## src/rtl/cmv_pkg.sv

```systemverilog
// ----------------------------------------------------------------------------
// cmv_pkg: shared types and constants of the classifier majority vote
// Field widths, register codes, register reset values and the vote pick
// result that travels from the picker to the top level.
// ----------------------------------------------------------------------------
package cmv_pkg;

    localparam int CLS_W      = 3;   // class index and class register width
    localparam int VOTE_W     = 4;   // vote counter and vote output width
    localparam int LIMIT_W    = 4;   // low confidence limit width
    localparam int SLOT_W     = 4;   // window slot counter width
    localparam int CFG_IDX_W  = 2;
    localparam int CFG_DATA_W = 4;

    localparam logic [CFG_IDX_W-1:0] REG_LOW_CONF_LIMIT = 2'd0;
    localparam logic [CFG_IDX_W-1:0] REG_NORMAL_CLASS   = 2'd1;
    localparam logic [CFG_IDX_W-1:0] REG_FALLBACK_CLASS = 2'd2;

    localparam logic [LIMIT_W-1:0] LOW_CONF_LIMIT_RST = 4'd6;
    localparam logic [CLS_W-1:0]   NORMAL_CLASS_RST   = 3'd4;
    localparam logic [CLS_W-1:0]   FALLBACK_CLASS_RST = 3'd2;

    localparam logic [CLS_W-1:0]  FAULT_FIRST = 3'd1;
    localparam logic [CLS_W-1:0]  FAULT_LAST  = 3'd3;
    localparam logic [VOTE_W-1:0] VOTE_MAX    = 4'hF;

    typedef struct packed {
        logic [CLS_W-1:0]  win_class;
        logic [VOTE_W-1:0] win_votes;
    } pick_t;

endpackage

```

## src/rtl/classifier_majority_vote.sv

```systemverilog
// ----------------------------------------------------------------------------
// classifier_majority_vote: majority-vote smoothing of classifier decisions
// Flags fault classes at once and reports the modal class of every window
// of WINDOW decisions, with a low-confidence override of the normal class.
// ----------------------------------------------------------------------------
//  channel   direction  handshake            payload
//  s_        in         s_valid / s_ready    s_class_index
//  m_        out        m_valid / m_ready    m_fault_now, m_window_done,
//                                            m_winner_class, m_winner_votes
//  cfg_      in         cfg_wr_en            cfg_index, cfg_wdata
//
// One beat in, one beat out; a beat is taken every cycle unless a held
// result stalls s_ready. The vote counters, the increment and the argmax
// precede the result register; a beat's result is ready the cycle after.
// s_ready stays high while the result register is empty or being drained.
// Reset clears the counters, the slot count and the registers to defaults.
// ----------------------------------------------------------------------------
module classifier_majority_vote
    import cmv_pkg::*;
#(
    parameter int WINDOW  = 10,
    parameter int CLASSES = 5
) (
    input  logic                  aclk,
    input  logic                  aresetn,

    input  logic                  s_valid,
    output logic                  s_ready,
    input  logic [CLS_W-1:0]      s_class_index,

    output logic                  m_valid,
    input  logic                  m_ready,
    output logic                  m_fault_now,
    output logic                  m_window_done,
    output logic [CLS_W-1:0]      m_winner_class,
    output logic [VOTE_W-1:0]     m_winner_votes,

    input  logic                  cfg_wr_en,
    input  logic [CFG_IDX_W-1:0]  cfg_index,
    input  logic [CFG_DATA_W-1:0] cfg_wdata
);

    localparam logic [SLOT_W-1:0] LAST_SLOT = SLOT_W'(WINDOW - 1);

    logic [LIMIT_W-1:0] low_conf_limit_reg;
    logic [CLS_W-1:0]   normal_class_reg;
    logic [CLS_W-1:0]   fallback_class_reg;

    logic [CLASSES-1:0][VOTE_W-1:0] counts_reg, counts_inc, counts_next;
    logic [SLOT_W-1:0]              slot_reg, slot_next;

    logic                  m_valid_reg;
    logic                  fault_reg, done_reg;
    logic [CLS_W-1:0]      win_class_reg;
    logic [VOTE_W-1:0]     win_votes_reg;

    logic  accept;
    logic  done;
    pick_t pick;

    assign s_ready = !m_valid_reg || m_ready;
    assign accept  = s_valid && s_ready;
    assign done    = (slot_reg == LAST_SLOT);

    always_comb begin
        for (int i = 0; i < CLASSES; i++) begin
            counts_inc[i] = counts_reg[i];
            if (s_class_index == CLS_W'(i) && counts_reg[i] != VOTE_MAX) begin
                counts_inc[i] = counts_reg[i] + VOTE_W'(1);
            end
        end
    end

    cmv_vote_pick #(
        .CLASSES (CLASSES)
    ) u_pick (
        .counts         (counts_inc),
        .low_conf_limit (low_conf_limit_reg),
        .normal_class   (normal_class_reg),
        .fallback_class (fallback_class_reg),
        .pick           (pick)
    );

    always_comb begin
        counts_next = counts_reg;
        slot_next   = slot_reg;
        if (accept) begin
            if (done) begin
                counts_next = '0;
                slot_next   = '0;
            end else begin
                counts_next = counts_inc;
                slot_next   = slot_reg + SLOT_W'(1);
            end
        end
    end

    always_ff @(posedge aclk) begin
        if (!aresetn) begin
            counts_reg  <= '0;
            slot_reg    <= '0;
            m_valid_reg <= 1'b0;
        end else begin
            counts_reg <= counts_next;
            slot_reg   <= slot_next;
            if (accept) begin
                m_valid_reg <= 1'b1;
            end else if (m_ready) begin
                m_valid_reg <= 1'b0;
            end
        end
    end

    // Result payload; a window that is not done reports class 0 with no votes.
    always_ff @(posedge aclk) begin
        if (accept) begin
            fault_reg     <= (s_class_index >= FAULT_FIRST) && (s_class_index <= FAULT_LAST);
            done_reg      <= done;
            win_class_reg <= done ? pick.win_class : '0;
            win_votes_reg <= done ? pick.win_votes : '0;
        end
    end

    always_ff @(posedge aclk) begin
        if (!aresetn) begin
            low_conf_limit_reg <= LOW_CONF_LIMIT_RST;
            normal_class_reg   <= NORMAL_CLASS_RST;
            fallback_class_reg <= FALLBACK_CLASS_RST;
        end else if (cfg_wr_en) begin
            unique case (cfg_index)
                REG_LOW_CONF_LIMIT: low_conf_limit_reg <= cfg_wdata[LIMIT_W-1:0];
                REG_NORMAL_CLASS:   normal_class_reg   <= cfg_wdata[CLS_W-1:0];
                REG_FALLBACK_CLASS: fallback_class_reg <= cfg_wdata[CLS_W-1:0];
                default: ;
            endcase
        end
    end

    assign m_valid        = m_valid_reg;
    assign m_fault_now    = fault_reg;
    assign m_window_done  = done_reg;
    assign m_winner_class = win_class_reg;
    assign m_winner_votes = win_votes_reg;

`ifndef SYNTH
    a_slot_range: assert property (@(posedge aclk) disable iff (!aresetn)
        slot_reg <= LAST_SLOT)
        else $error("slot count ran past the window");

    a_window_clears: assert property (@(posedge aclk) disable iff (!aresetn)
        accept && done |=> slot_reg == '0 && counts_reg == '0 && m_window_done)
        else $error("finished window did not clear the counters");

    a_idle_result_zero: assert property (@(posedge aclk) disable iff (!aresetn)
        m_valid && !m_window_done |-> m_winner_class == '0 && m_winner_votes == '0)
        else $error("winner fields set outside a finished window");

    a_votes_bounded: assert property (@(posedge aclk) disable iff (!aresetn)
        m_valid && m_window_done |-> {1'b0, m_winner_votes} <= 5'(WINDOW))
        else $error("winner has more votes than window slots");
`endif

endmodule

```

## src/rtl/cmv_vote_pick.sv

```systemverilog
// ----------------------------------------------------------------------------
// cmv_vote_pick: winner selection over the vote counters
// Finds the class with the most votes, lowest index on a tie, and applies
// the low-confidence override of the normal class.
// ----------------------------------------------------------------------------
module cmv_vote_pick
    import cmv_pkg::*;
#(
    parameter int CLASSES = 5
) (
    input  logic [CLASSES-1:0][VOTE_W-1:0] counts,
    input  logic [LIMIT_W-1:0]             low_conf_limit,
    input  logic [CLS_W-1:0]               normal_class,
    input  logic [CLS_W-1:0]               fallback_class,
    output pick_t                          pick
);

    logic [CLS_W-1:0]  best_class;
    logic [VOTE_W-1:0] best_votes;

    // Strict compare keeps the earliest class on a tie.
    always_comb begin
        best_class = '0;
        best_votes = '0;
        for (int i = 0; i < CLASSES; i++) begin
            if (counts[i] > best_votes) begin
                best_votes = counts[i];
                best_class = CLS_W'(i);
            end
        end
    end

    always_comb begin
        pick.win_class = best_class;
        pick.win_votes = best_votes;
        if (best_class == normal_class && {1'b0, best_votes} <= {1'b0, low_conf_limit}) begin
            pick.win_class = fallback_class;
            pick.win_votes = '0;
        end
    end

endmodule

```

## config.mk

```make
export PLATFORM = sky130hd
export DESIGN_NAME = classifier_majority_vote
export DESIGN_NICKNAME = d
export VERILOG_FILES = /design/src/rtl/cmv_pkg.sv /design/src/rtl/classifier_majority_vote.sv /design/src/rtl/cmv_vote_pick.sv
export SDC_FILE = /design/constraint.sdc
export NUM_CORES = 1
export LEC_CHECK = 0
export ABC_AREA = 1
export BUFFER_PORTS_ARGS = -buffer_cell sky130_fd_sc_hd__buf_2
export CAP_MARGIN = 0
export CORE_MARGIN = 5
export CORE_UTILIZATION = 50
export CTS_CLUSTER_SIZE = 8
export DETAILED_ROUTE_END_ITERATION = 8
export PLACE_DENSITY = 0.69
export RECOVER_POWER = 25
export REMOVE_ABC_BUFFERS = 1
export SLEW_MARGIN = 20
export SYNTH_ARGS = -nofsm -noshare
export SYNTH_HDL_FRONTEND = slang
export SYNTH_SLANG_ARGS = --single-unit
```

## constraint.sdc

```tcl
create_clock -name aclk -period 13 [get_ports aclk]
set_input_delay 1.3 -clock aclk [delete_from_list [all_inputs] [get_ports aclk]]
set_output_delay 1.3 -clock aclk [all_outputs]
set_load 0.03 [all_outputs]
```

# Yosys cells after proc, flatten, opt, wreduce, memory -nomap -nowiden
# Index checks and enable logic that the tools add are counted.
dict set report totals {
  register_bits 44
  inputBits 14
  elab_cells 78
}
dict set report classes {
  addsub 6
  magnitude_cmp 8
  n_eq_ne 13
  n_mux 19
  bitwise 1
  reduce_logical 17
}
# cell n
set op_table {}
lappend op_table {{$mux W4} 11}
lappend op_table {{$add A4 B1 Y4 const B} 6}
lappend op_table {{$mux W20} 1}
lappend op_table {{$ne A4 B4 Y1 const B} 5}
lappend op_table {{$gt A4 B4 Y1} 4}
lappend op_table {{$logic_and A1 B1 Y1} 8}
lappend op_table {{$mux W7} 1}
lappend op_table {{$eq A3 B2 Y1 const B} 2}
lappend op_table {{$reduce_and A2 Y1} 3}
lappend op_table {{$eq A4 B4 Y1 const B} 1}
lappend op_table {{$gt A4 B1 Y1 const B} 1}
lappend op_table {{$le A4 B4 Y1} 1}
lappend op_table {{$mux W2} 2}
lappend op_table {{$eq A3 B1 Y1 const B} 1}
lappend op_table {{$eq A3 B3 Y1} 1}
lappend op_table {{$eq A3 B3 Y1 const B} 1}
lappend op_table {{$ge A3 B1 Y1 const B} 1}
lappend op_table {{$le A3 B2 Y1 const B} 1}
lappend op_table {{$logic_not A3 Y1} 1}
lappend op_table {{$mux W1} 3}
lappend op_table {{$mux W3} 1}
lappend op_table {{$eq A2 B1 Y1 const B} 1}
lappend op_table {{$eq A2 B2 Y1 const B} 1}
lappend op_table {{$logic_not A2 Y1} 1}
lappend op_table {{other kinds (5)} 5}

# Depth between registers and ports, before layout
dict set report logic_depth {
  ltp_word 16
  ltp_mapped 56
  mapped_depth_nobuf 55
}

# Cells and area by module
# Synthesis repeated with hierarchy kept, for this count alone.
dict set report unflattened {
  hier_cells 517
  hier_area_um2 3440.8
}
# mod instances cells_each area_each_um2
set by_module_without_submodules {}
lappend by_module_without_submodules {classifier_majority_vote 1 344 2441.1}
lappend by_module_without_submodules {cmv_vote_pick 1 173 999.7}

# Worst setup path after synthesis
# No wires, ideal clock.
dict set report synth_path {
  path_kind {input to register}
  start {input port s_class_index[2]}
  end {register win_class_reg[0] (netlist: m_winner_class[0]), data pin}
  arrival_ns 6.718
  required_time_ns 12.747
  setup_slack_ns 6.030
  stages 48
  path_buffers 2
  cell_sequence {buf_6 > nor3_2 > nand2_1 > inv_1 > nand4_1 > xnor2_1 > ha_1 > a21oi_1 > nand2_1 > nand2_1 > o21a_1 > inv_1 > ha_1 > inv_1 > o21bai_1 > nand4_1 > nand2_2 > nand2_4 > [12 not listed] > o21ai_0 > nand2_1 > nand2_1 > buf_4 > nand2_1 > o21ai_0 > inv_1 > ha_1 > inv_1 > nor2_1 > o21ai_0 > a32oi_1 > nor2_1 > nand2_1 > nor2_1 > nand3_1 > nand2_1 > nor2_1}
}
dict set report synth_via {
  elab_chain_len 16
  elab_cells_between_ends 33
}
# item line
set synth_lines {}
lappend synth_lines {{from (decl)} classifier_majority_vote.sv:29} ;# input logic [CLS_W-1:0] s_class_index,
lappend synth_lines {{$logic_not A3 Y1} classifier_majority_vote.sv:68} ;# if (s_class_index == CLS_W'(i) && counts_reg[i] != VOTE_MAX) begin
lappend synth_lines {{$logic_and A1 B1 Y1} classifier_majority_vote.sv:68}
lappend synth_lines {{$mux W4} classifier_majority_vote.sv:68}
lappend synth_lines {{$gt A4 B1 Y1} cmv_vote_pick.sv:26} ;# if (counts[i] > best_votes) begin
lappend synth_lines {{$mux W4} cmv_vote_pick.sv:26}
lappend synth_lines {{$gt A4 B4 Y1} cmv_vote_pick.sv:26}
lappend synth_lines {{$mux W4} cmv_vote_pick.sv:26}
lappend synth_lines {{$gt A4 B4 Y1} cmv_vote_pick.sv:26}
lappend synth_lines {{$mux W4} cmv_vote_pick.sv:26}
lappend synth_lines {{$gt A4 B4 Y1} cmv_vote_pick.sv:26}
lappend synth_lines {{$mux W4} cmv_vote_pick.sv:26}
lappend synth_lines {{$gt A4 B4 Y1} cmv_vote_pick.sv:26}
lappend synth_lines {{$mux W4 (*)} cmv_vote_pick.sv:26}
lappend synth_lines {{via u_pick.best_votes[1]} cmv_vote_pick.sv:19} ;# logic [VOTE_W-1:0] best_votes;
lappend synth_lines {{$le A4 B4 Y1 (*)} cmv_vote_pick.sv:36} ;# if (best_class == normal_class && {1'b0, best_votes} <= {1'b0, low_conf_limit}) begin
lappend synth_lines {{$logic_and A1 B1 Y1 (*)} cmv_vote_pick.sv:36}
lappend synth_lines {{$mux W7 (*)} cmv_vote_pick.sv:36}
lappend synth_lines {{to (signal assigned)} classifier_majority_vote.sv:119} ;# win_class_reg <= done ? pick.win_class : '0;
lappend synth_lines {{to (decl)} classifier_majority_vote.sv:54} ;# logic [CLS_W-1:0] win_class_reg;
# Mark *: on every way through the listed nets, which the timed path passes. The rest lies on a longest branch.
# A chain may end at the register's enable or synchronous reset.

# Final worst setup path
dict set report layout_path {
  start {input port s_class_index[0]}
  end {register win_class_reg[2] (netlist: m_winner_class[2]), data pin}
}
# The elaborated chain is that of the path after synthesis.

==> run_results.csv <==
group,metric,value,unit
critical_path,path_common_cell,"nand2_1",
min_path,whs_path_depth,2,
synthesis,synth_seq_area_share,31.9,%
power_and_ir_drop,p_leak,1.61,nW
clock_network,postCtsSetupBuffers,0,
clock_network,numClockSinks,44,
timing,tns,0,ns
critical_path,reg2reg_slack,6.12,ns
finish,drive_gt1_share,14.3,%
critical_path,cp.depth,52,
power_and_ir_drop,power_density,153,mW/mm²
placed_design,pre_cts_ws,5.20,ns
clock_network,cts_max_level,2,
synthesis,synth_edf_count,9,
grt,grt_overflow_total,0,
synthesis,ys_types,36,
placed_design,dpl_cell_area,0.00322,mm²
clock_network,holdBufCountCts,0,
timing,finalSetupViolations,0,
placed_design,port_buffers,24,
route,ant_nets,0,
finish,antennaDiodeCount,0,
finish,multi_input_area,0.00177,mm²
critical_path,slowest_delay,0.32,ns
timing,grt_setup_unrepaired,"false",
critical_path,cpLargestDelayFamily,"simple AND/OR/NAND/NOR gates",
power_and_ir_drop,switching_share,41.2,%
critical_path,crit_slowest_cell,"ha_1",
placed_design,dp_hpwl,4810,µm
power_and_ir_drop,internal-power,301,µW
synthesis,ys_async_sr_fraction,0,%
grt,antenna_found_initial,0,
critical_path,crit_buf_inv,9,
power_and_ir_drop,combinationalPowerShare,47.0,%
route,via_count,2722,
timing,min_period,7.57,ns
timing,worst_slack,5.43,ns
timing,slew_headroom,41.2,%
power_and_ir_drop,pwr-share-seq,28.4,%
finish,regArea,971,µm²
clock_network,cts_made_buffers,5,
synthesis,avgSynthCellArea,6.87,µm²
power_and_ir_drop,max-vdd-ir-drop,74.6,µV
timing,worst_slew_pin_slew,0.880,ns
timing,fin_worst_skew,0.00507,ns
grt,use_met1,24.9,%
timing,fin_hold_ws,0.462,ns
timing,min_period_over_period,58.2,%
route,via_per_inst,5.02,
finish,largest_register_ffs,20,
run_status,status,"finished, final reports clean",
critical_path,crit_type,"input port to flop",
grt,grt_first_pass_wirelength,11000,µm
clock_network,clk-insertion-delay-late,0.30,ns
route,wl,6250,µm
grt,met2_usage,28.6,%
min_path,hold_class,"flop to flop",
grt,grtUsageTotal,17.8,%
finish,nFillCells,581,
synthesis,syn_area,0.00305,mm²
critical_path,cp-end-kind,"flop",
clock_network,post_cts_resized,0,
synthesis,ys.flop_type,"dfxtp_1",
critical_path,worstPathMaxFanout,12,
finish,area_growth,9.86,%
timing,slew_violations,0,
clock_network,cts_buffer_depth,2,
critical_path,crit_path_start_kind,"input port",
placed_design,gp_congestion,0.898,
clock_network,cts_tree,"built",
grt,grt_pass1_vias,2495,
power_and_ir_drop,switching_power,211,µW
finish,finalNonFillerCells,542,
floorplan,fp.dieArea,0.00775,mm²
floorplan,dieWidth,88.0,µm
floorplan,ios,25,
flow_run,max-cap-violations,0,
synthesis,syn-instance-count,443,
floorplan,start_util,51.4,%
route,drc,0,
placed_design,placed_cells,534,
finish,final_cell_area,0.00335,mm²
critical_path,arrival,7.63,ns
timing,fmax,0.132,GHz
timing,hold_violations,0,
route,drt-wirelength-per-cell,11.5,µm
critical_path,required,13.06,ns
finish,nets,502,
route,firstDrtPassIters,4,
finish,final_cell_mix,"nand2_1, inv_1, a21oi_1, dfxtp_1, nor2_1",
synthesis,ys_seq_elements,44,
grt,grt_max_degree,26,
critical_path,r2r.worst_path.cells,49,
floorplan,die_h,88.0,µm
synthesis,synth_warnings,0,
floorplan,num_rows,28,
floorplan,coreArea,0.00592,mm²
route,initialDrtViolationCount,76,
grt,grt_use_met3,3.20,%
clock_network,cts-root-buf,"clkbuf_8",
finish,final_common_cell,"nand2_1",
grt,busiest_layer,"met2",
clock_network,clk_pin_slew,0.09,ns
power_and_ir_drop,clock_power_share,24.6,%
per-stage QoR:
step                      total power, mW  util [%]
after floorplan                     0.344         -
after global placement              0.384      54.4
after detailed placement            0.387      54.4
after CTS                           0.514      56.7
after global routing                0.564      56.5
final                               0.513      56.5
layer usage:
layer | up-vias | routed length (µm)
li1 | 1465 | -
met1 | 1213 | 3170
met2 | 38 | 2750
met3 | 6 | 276
met4 | 0 | 62
met5 | - | 0
power by group through the flow:
| stage | Clock (mW) | Combinational (mW) | Sequential (mW) |
|---|---|---|---|
| 2_1_floorplan | 0 | 0.192 | 0.152 |
| 3_3_place_gp | 0 | 0.235 | 0.149 |
| 3_5_place_dp | 0 | 0.239 | 0.149 |
| 4_1_cts | 0.129 | 0.240 | 0.146 |
| 5_1_grt | 0.137 | 0.281 | 0.146 |
| 6_report | 0.126 | 0.241 | 0.146 |
worst reg2reg max path: cells and delay by family, from the launching register on:
kind	cells	cell delay (ns)
XOR/XNOR	1	0.27
AO/OA/AOI/OAI	9	1.27
AND/OR/NAND/NOR	26	2.63
flip-flops	1	0.35
buffers and inverters	7	0.42
adder cells (fa/ha/maj)	6	1.72
worst paths after layout:
check / from / to
max: s_class_index[0] / m_winner_class[2]
min: low_conf_limit_reg[3] / low_conf_limit_reg[3]
min reg2reg: low_conf_limit_reg[3] / low_conf_limit_reg[3]
max reg2reg: counts_reg[4] / m_winner_class[2]
Yosys cell counts (2+ instances only):
cell	n	share of area, %
nand2_4	3	1.1
ha_1	22	9.0
o21ai_0	23	3.8
nand3_1	25	4.1
nor3_1	5	0.82
nor2_1	29	3.6
inv_1	63	7.8
nand2_2	16	3.3
o21ai_1	2	0.33
nor2_4	4	1.5
nand3_2	3	0.99
xor2_1	6	1.7
nand4_1	6	1.2
o211ai_1	2	0.49
dfxtp_1	35	23
nand2_1	122	15
inv_2	6	0.74
clkbuf_1	7	0.86
xnor2_1	3	0.86
a21oi_1	35	5.8
edfxtp_1	9	8.9
or2_2	3	0.62
final cells by class:
cell class / count / share of cell area [%]
Multi-Input combinational cell: 321 / 52.8
Timing Repair Buffer: 25 / 3.63
Inverter: 69 / 7.74
Clock inverter: 2 / 1.80
Sequential cell: 44 / 29.0
Clock buffer: 6 / 2.17
Tap cell: 75 / 2.80
logic make-up after synthesis:
group	count (synthesis)	share of synthesized area, %
buffers and inverters	78	9.98
AOI/OAI and AO/OA	69	12.4
DFF	44	31.9
adders and majority gates	22	9.04
and+or+nand+nor	221	34.1
xor gates and xnor gates	9	2.59
(Power assumes the default switching activity.)
